### src/hw/rtl/pal_pkg.sv
// ----------------------------------------------------------------------------
// Positional array list package
// Operation, status and cell command codes shared by the list modules.
// ----------------------------------------------------------------------------
package pal_pkg;

  typedef enum logic [2:0] {
    OP_PUSH_BACK = 3'd0,
    OP_POP_BACK  = 3'd1,
    OP_POP_FRONT = 3'd2,
    OP_INSERT    = 3'd3,
    OP_DELETE    = 3'd4,
    OP_FIND      = 3'd5
  } op_e;

  typedef enum logic [2:0] {
    STATUS_OK        = 3'd0,
    STATUS_FULL      = 3'd1,
    STATUS_EMPTY     = 3'd2,
    STATUS_BAD_POS   = 3'd3,
    STATUS_NOT_FOUND = 3'd4
  } status_e;

  typedef enum logic [1:0] {
    CELL_HOLD   = 2'd0,
    CELL_INSERT = 2'd1,
    CELL_DELETE = 2'd2,
    CELL_FIND   = 2'd3
  } cell_op_e;

  typedef enum logic {
    S_IDLE   = 1'b0,
    S_SEARCH = 1'b1
  } ctl_state_e;

  typedef struct packed {
    cell_op_e    op;
    logic [31:0] value;
  } cell_cmd_t;

endpackage

### src/hw/rtl/pal_cell.sv
// ----------------------------------------------------------------------------
// Positional array list cell
// Holds one list entry and its match flag, shifting with its neighbors.
// ----------------------------------------------------------------------------
module pal_cell #(
  parameter int CNT_W = 7,
  parameter int INDEX = 0
) (
  input  logic               clk_i,
  input  pal_pkg::cell_cmd_t cmd_i,
  input  logic [CNT_W-1:0]   pos_i,
  input  logic [CNT_W-1:0]   count_i,
  input  logic [31:0]        prev_i,
  input  logic [31:0]        next_i,
  output logic [31:0]        entry_o,
  output logic               match_o
);

  localparam logic [CNT_W-1:0] MY_IDX = CNT_W'(INDEX);

  logic [31:0] entry_q, entry_d;
  logic        match_q, match_d;

  always_comb begin
    entry_d = entry_q;
    match_d = match_q;
    case (cmd_i.op)
      pal_pkg::CELL_INSERT: begin
        if (MY_IDX > pos_i) begin
          entry_d = prev_i;
        end else if (MY_IDX == pos_i) begin
          entry_d = cmd_i.value;
        end
      end
      pal_pkg::CELL_DELETE: begin
        if (MY_IDX >= pos_i) begin
          entry_d = next_i;
        end
      end
      pal_pkg::CELL_FIND: begin
        match_d = (entry_q == cmd_i.value) && (MY_IDX < count_i);
      end
      default: begin
        entry_d = entry_q;
      end
    endcase
  end

  always_ff @(posedge clk_i) begin
    entry_q <= entry_d;
    match_q <= match_d;
  end

  assign entry_o = entry_q;
  assign match_o = match_q;

endmodule

### config.mk
export PLATFORM = sky130hd
export DESIGN_NAME = pal_cell
export DESIGN_NICKNAME = d
export VERILOG_FILES = /design/src/hw/rtl/pal_pkg.sv /design/src/hw/rtl/pal_cell.sv
export SDC_FILE = /design/constraint.sdc
export NUM_CORES = 1
export LEC_CHECK = 0
export ABC_CLOCK_PERIOD_IN_PS = 3200
export BUFFER_PORTS_ARGS = -buffer_cell sky130_fd_sc_hd__buf_2
export CORE_UTILIZATION = 39
export CTS_CLUSTER_SIZE = 25
export DETAILED_ROUTE_END_ITERATION = 8
export GPL_ROUTABILITY_DRIVEN = 0
export GPL_TIMING_DRIVEN = 0
export PLACE_DENSITY = 0.8
export SYNTH_ARGS = -nofsm -noshare
export SYNTH_HDL_FRONTEND = slang
export SYNTH_SLANG_ARGS = --single-unit
### constraint.sdc
create_clock -name clk_i -period 3.2 [get_ports clk_i]
set_clock_uncertainty 0.05 [all_clocks]
set_input_delay 0.32 -clock clk_i [delete_from_list [all_inputs] [get_ports clk_i]]
set_output_delay 0.32 -clock clk_i [all_outputs]
set_load 0.03 [all_outputs]
==> metrics.txt, run 1 <==
outcome=finished, final reports clean; PwrDens=between 300 and 400 nW/um2; startpoint types=input port; global-route wire length before repair=approximately 6500 um; Gates resized, CTS repair=0; Area growth syn-to-layout=39.6%; GRT met3 Usage=0.0433; routed vias=1426; Crit Reg-Reg Endpoint=match_o$_DFFE_PN_; Max VDD drop=~0.23 mV; Least-Margin Pin Slew=around 0.9 ns; r2r startpoint=entry_o[26]$_DFFE_PP_; Initial Util=0.409; Finished Cell Area=2520 um2; number of nets in the layout=354; fin. max-slew vios=0; PnR worst setup slack=around 1.5 ns; DRC=0; initial antenna violation count=0; leak pwr=0.00107 uW; busiest grt layer=met2; met2 usage=0.302; crit path DAT=between 1.5 and 2 ns; Post-CTS Setup Repair Bufs=0; drt wl/cell=13.8 um; fill count=380; crit-path leading delay family=simple AND/OR/NAND/NOR gates; beginning of the worst hold path=next_i[5]; fraction of layout cells with a size suffix above 1=0.647; GRT overflow=0; clk sinks=33; CP max stage cell=nor2_4; via/cell ratio=4.87; # port buffers=approximately 110; clock root buffer=clkbuf_8; unrepaired setup endpoints after global routing=false; CTS Buffer Depth=2; crit path kind=input port to flop; Post-Syn Area per Cell=around 15 um2; crit path cell chain=buf_2 > nor4_1 > nand3_1 > nor2_4; Worst Path Required=3.05 ns; Max Freq=590 MHz; Worst Hold Depth=2; min-delay worst type=input port to flop; CP Max Fanout=32; antenna cells=0; Total GRT Usage=0.176; yosys warns=0; register area share after synthesis=0.549; maxcap violations=0; Core Box Area=approximately 4400 um2; largest net degree at the start of global routing=33; Hold EP=entry_o[5]$_DFFE_PP_; max_slew headroom=0.398; Die Footprint=4900 um2; TritonCTS clock tree=built; met1 Track Usage GR=0.210; Place WS=roughly 1.2 ns; Synth Net Count=234; Die Ht=70.0 um; placed cell areas=between 2000 and 2500 um2; Num CTS Buffers=5; Crit. End Element=flop; Yosys top cell area share=0.549; DR iter-0 viols=slightly above 80; final WL=4050 um; hold_buf cts=0; fin crit share=0.530; area leader, netlist=edfxtp_1; endpoints failing setup=0; Register-to-Register Path Depth=4; IO Count=146; Hold Fails Final Rpt=0; Netlist cell types=16; synth top area cells=edfxtp_1 (55%), mux2_2 (19%), xor2_1 (14%); post-DP HPWL=roughly 3200 um; Buf/Inv on CP=1; clk_lat worst skew=0.28 ns; worst reg2reg setup slack=1.53 ns; Syn Std Cell Area=1800 um2; chip width=70.0 um; Mapped Cells=121; Max H-tree Level=2; minimum clock period=1.70 ns; # rows=24; vias in the first global route=1437; max incr delay on CP=0.71 ns; post-route ant nets=0; clock slew at reported path FFs=0.06 ns; DRT Pass-1 Iters=4; #FFs+latches synth=33
## where the power goes
part	leakage [uW]	switching (uW)	internal, uW
clock network	0.0000387	139	146
registers	0.000299	1.06	481
logic	0.000731	54.8	78.9
total	0.00107	195	706
## per-layer routing
layer  up-vias  share of wire
met1       647           0.40
met5         -              0
li1        696              -
met3         7          0.084
met4         0          0.012
met2        76           0.50
## area by class of cell
class	count	area (um2)	area share
clock inverter	1	3.75	0.00149
buffer	4	26.3	0.0104
tap	52	65.1	0.0258
multi-input combinational	84	795	0.315
clock buffer	6	72.6	0.0288
timing repair buffer	113	566	0.225
sequential	33	991	0.393
## Yosys cell counts (all sizes together)
library cell / number
clkbuf: 1
nor4: 9
edfxtp: 33
buf: 3
xor2: 29
nand3: 2
nor3: 1
nor2: 2
mux2: 32
nand4: 2
and2: 1
a2111oi: 1
xnor2: 4
nor2b: 1
## flip-flops by register name (all words and copies together), names as in the netlist
register	flops
entry_o	32
match_o	1
## cell usage in the layout, fill, tap and decap left out
| cell | count |
|---|---|
| xor2_1 | 29 |
| mux2_1 | 2 |
| edfxtp_1 | 33 |
| nor2_4 | 1 |
| xnor2_1 | 4 |
| nor2b_1 | 1 |
| nor3_1 | 1 |
| nand3_1 | 2 |
| nor2_1 | 1 |
| nor4_2 | 3 |
| nor4_1 | 6 |
| clkinv_1 | 1 |
| clkbuf_1 | 2 |
| buf_2 | 113 |
| a2111oi_2 | 1 |
| and2_1 | 1 |
| buf_4 | 3 |
| nand4_1 | 2 |
| clkbuf_8 | 5 |
| mux2_2 | 30 |
## logic make-up (layout without fill, tap and decap cells)
| group | Yosys count | in the layout | share of synthesized area |
|---|---|---|---|
| and+or+nand+nor | 18 | 18 | 0.0680 |
| xor gates and xnor gates | 33 | 33 | 0.160 |
| DFF | 33 | 33 | 0.549 |
| muxes | 32 | 32 | 0.200 |
| AOI/OAI and AO/OA | 1 | 1 | 0.00832 |
| buffers and inverters | 4 | 124 | 0.0146 |
## worst max path at each step
stage	startpoint	end	slack [ns]	cells past startpoint
after floorplan	pos_i[3]	entry_o[0]$_DFFE_PP_	0.70	3
after global placement	pos_i[3]	entry_o[4]$_DFFE_PP_	-0.06	4
after detailed placement	pos_i[3]	entry_o[4]$_DFFE_PP_	1.18	4
after CTS	entry_o[26]$_DFFE_PP_	match_o$_DFFE_PN_	1.41	4
after global routing	pos_i[3]	entry_o[12]$_DFFE_PP_	1.35	4
final	pos_i[3]	entry_o[26]$_DFFE_PP_	1.50	4
## through the flow
step                utilization  std cells  total power (uW)  TNS [ns]  hold slack [ns]
floorplan                     -        121               557         0            0.471
global placement          0.552        286               622     -1.94            0.558
detailed placement        0.553        286               627         0            0.573
CTS                       0.571        293               916         0            0.279
global route              0.571        293               949         0            0.275
finish                    0.571        293               901         0            0.283
Power figures use the tool's default switching activity.
==> run 2, diff against run 1 <==
Settings changed: ABC_CLOCK_PERIOD_IN_PS 3200 to 1500, CORE_UTILIZATION 39 to 35, PLACE_DENSITY 0.8 to 0.76.
Clock period 3.2 ns to 1.5 ns, I/O delays scaled along.
==> metrics.txt, run 2 (same netlist as run 1, synthesis figures left out) <==
startpoint types=flop (was input port); beginning of the worst hold path=next_i[5] (unchanged); Crit. End Element=flop (unchanged); leak pwr=0.00107 uW (about the same); fin crit share=1.05; Least-Margin Pin Slew=0.502 ns (was 0.900 ns); outcome=finished with violations (was finished, final reports clean); drt wl/cell=13.9 um (was 13.8 um); clock slew at reported path FFs=0.07 ns (was 0.06 ns); PwrDens=761 nW/um2 (was 358 nW/um2); Register-to-Register Path Depth=4 (unchanged); combinational group share of total power=0.147 (was 0.148); fin. max-slew vios=0 (unchanged); Psw=447 uW (was 195 uW); r2r startpoint=entry_o[8]$_DFFE_PP_ (was entry_o[26]$_DFFE_PP_); post-route ant nets=0 (unchanged); chip width=73.8 um (was 70.0 um); Finished Cell Area=2570 um2 (was 2520 um2); Pint=1510 uW (was 706 uW); via/cell ratio=4.61 (was 4.87); clock root buffer=clkbuf_8 (unchanged); failing checks=setup timing; Max Freq=635 MHz; DR iter-0 viols=31 (was 83); Finished Core Util=0.530 (was 0.571); unrepaired setup endpoints after global routing=true (was false); minimum clock period=about 1.6 ns; fraction of layout cells with a size suffix above 1=0.661 (was 0.647); crit path kind=flop to flop (was input port to flop); min-delay worst type=input port to flop (unchanged); DRT Pass-1 Iters=2 (was 4); GRT overflow=0 (unchanged); clk_lat worst skew=0.28 ns (about the same); Initial Util=0.372 (was 0.409); DRC=0 (unchanged); worst reg2reg setup slack=-0.07 ns (was 1.53 ns); Max VDD drop=0.402 mV (was 0.234 mV); Die Footprint=5450 um2 (was 4900 um2); TritonCTS clock tree=built (unchanged); Crit Reg-Reg Endpoint=match_o$_DFFE_PN_ (unchanged); IO Count=146 (unchanged); Core Box Area=4850 um2 (was 4410 um2); crit path from=entry_o[8]$_DFFE_PP_ (was pos_i[3]); most frequent cells in the layout=buf_2 (113), edfxtp_1 (33), mux2_2 (30) (unchanged); endpoints failing setup=1 (was 0); routed vias=1424 (was 1426); Num CTS Buffers=5 (unchanged); global-route wire length before repair=6140 um (was 6520 um); largest net degree at the start of global routing=17 (was 33); crit path to=match_o$_DFFE_PN_ (was entry_o[26]$_DFFE_PP_); # rows=25 (was 24); placed cell areas=2460 um2 (was 2440 um2); most common cell after layout, fill and taps aside=buf_2 (unchanged); final WL=4290 um (was 4050 um); Die Ht=73.8 um (was 70.0 um); clock network power share=0.327 (was 0.317); maxcap violations=0 (unchanged); CTS Buffer Depth=2 (unchanged); vias in the first global route=1367 (was 1437); CP Max Fanout=2 (was 32); PnR worst setup slack=-0.0745 ns (was 1.50 ns); Area growth syn-to-layout=42.3% (was 39.6%); Hold Fails Final Rpt=0 (unchanged); Total GRT Usage=0.158 (was 0.176); initial antenna violation count=0 (unchanged); Worst Path Required=1.55 ns (was 3.05 ns); crit path DAT=1.62 ns (was 1.55 ns); max_slew headroom=0.664 (was 0.398); number of nets in the layout=355 (was 354); antenna cells=0 (unchanged); Sequential Power Share=0.526 (was 0.535); clk sinks=33 (unchanged); Max H-tree Level=2 (unchanged); max FFs per register=32 (unchanged); sw frac=0.229 (was 0.217); # port buffers=113 (unchanged); hold_buf cts=0 (unchanged); worst hold slack=0.105 ns (was 0.283 ns); post-DP HPWL=3240 um (was 3220 um); Post-CTS Setup Repair Bufs=0 (unchanged)
run 2: timing repair:
item	in CTS	in global routing
setup endpoints to repair	33	1
pin swaps	4	0
resized for setup	4	0
cloned	1	0
run 2: worst min-delay path by stage:
stage	end	cells past startpoint
after floorplan	entry_o[5]$_DFFE_PP_	1
after global placement	entry_o[5]$_DFFE_PP_	2
after detailed placement	entry_o[5]$_DFFE_PP_	2
after CTS	entry_o[5]$_DFFE_PP_	2
after global routing	entry_o[5]$_DFFE_PP_	2
final	entry_o[5]$_DFFE_PP_	2
run 2: area by class of cell:
class | instances | area (um2)
fillers | 444 | 2280
flip-flops and latches | 33 | 991
multi-input cells | 85 | 825
repair buffers | 113 | 566
well taps | 67 | 83.8
clock buffers | 6 | 72.6
plain buffers | 4 | 26.3
clock inverters | 1 | 3.75
run 2: power by group through the flow:
stage | Sequential, uW | Clock, uW | Combinational, uW
after CTS | 1030 | 652 | 292
final | 1030 | 640 | 288
after floorplan | 1060 | 0 | 133
after global routing | 1030 | 689 | 317
after detailed placement | 1050 | 0 | 285
after global placement | 1050 | 0 | 279
run 2: stage by stage:
| step | setup TNS, ns | power (uW) | instances | setup slack (ns) |
|---|---|---|---|---|
| floorplan | -0.112 | 1190 | 121 | -0.112 |
| global placement | -11.62 | 1330 | 301 | -0.355 |
| detailed placement | -12.40 | 1330 | 301 | -0.367 |
| CTS | -0.0981 | 1970 | 309 | -0.0981 |
| global route | -0.196 | 2030 | 309 | -0.196 |
| finish | -0.0745 | 1950 | 309 | -0.0745 |
run 2: routing by layer:
metal  up-vias  GRT usage  wire length [um]
met5         -          0                 0
met4         0     0.0641                56
met3         8     0.0398               263
met2        66      0.272              2130
met1       650      0.188              1840
li1        700          -                 -
run 2: critical path, stage by stage, from the launching register on:
cell       delay, ns
edfxtp_1        0.39
xor2_1          0.16
nor4_2          0.35
nand3_1         0.16
a2111oi_2       0.28
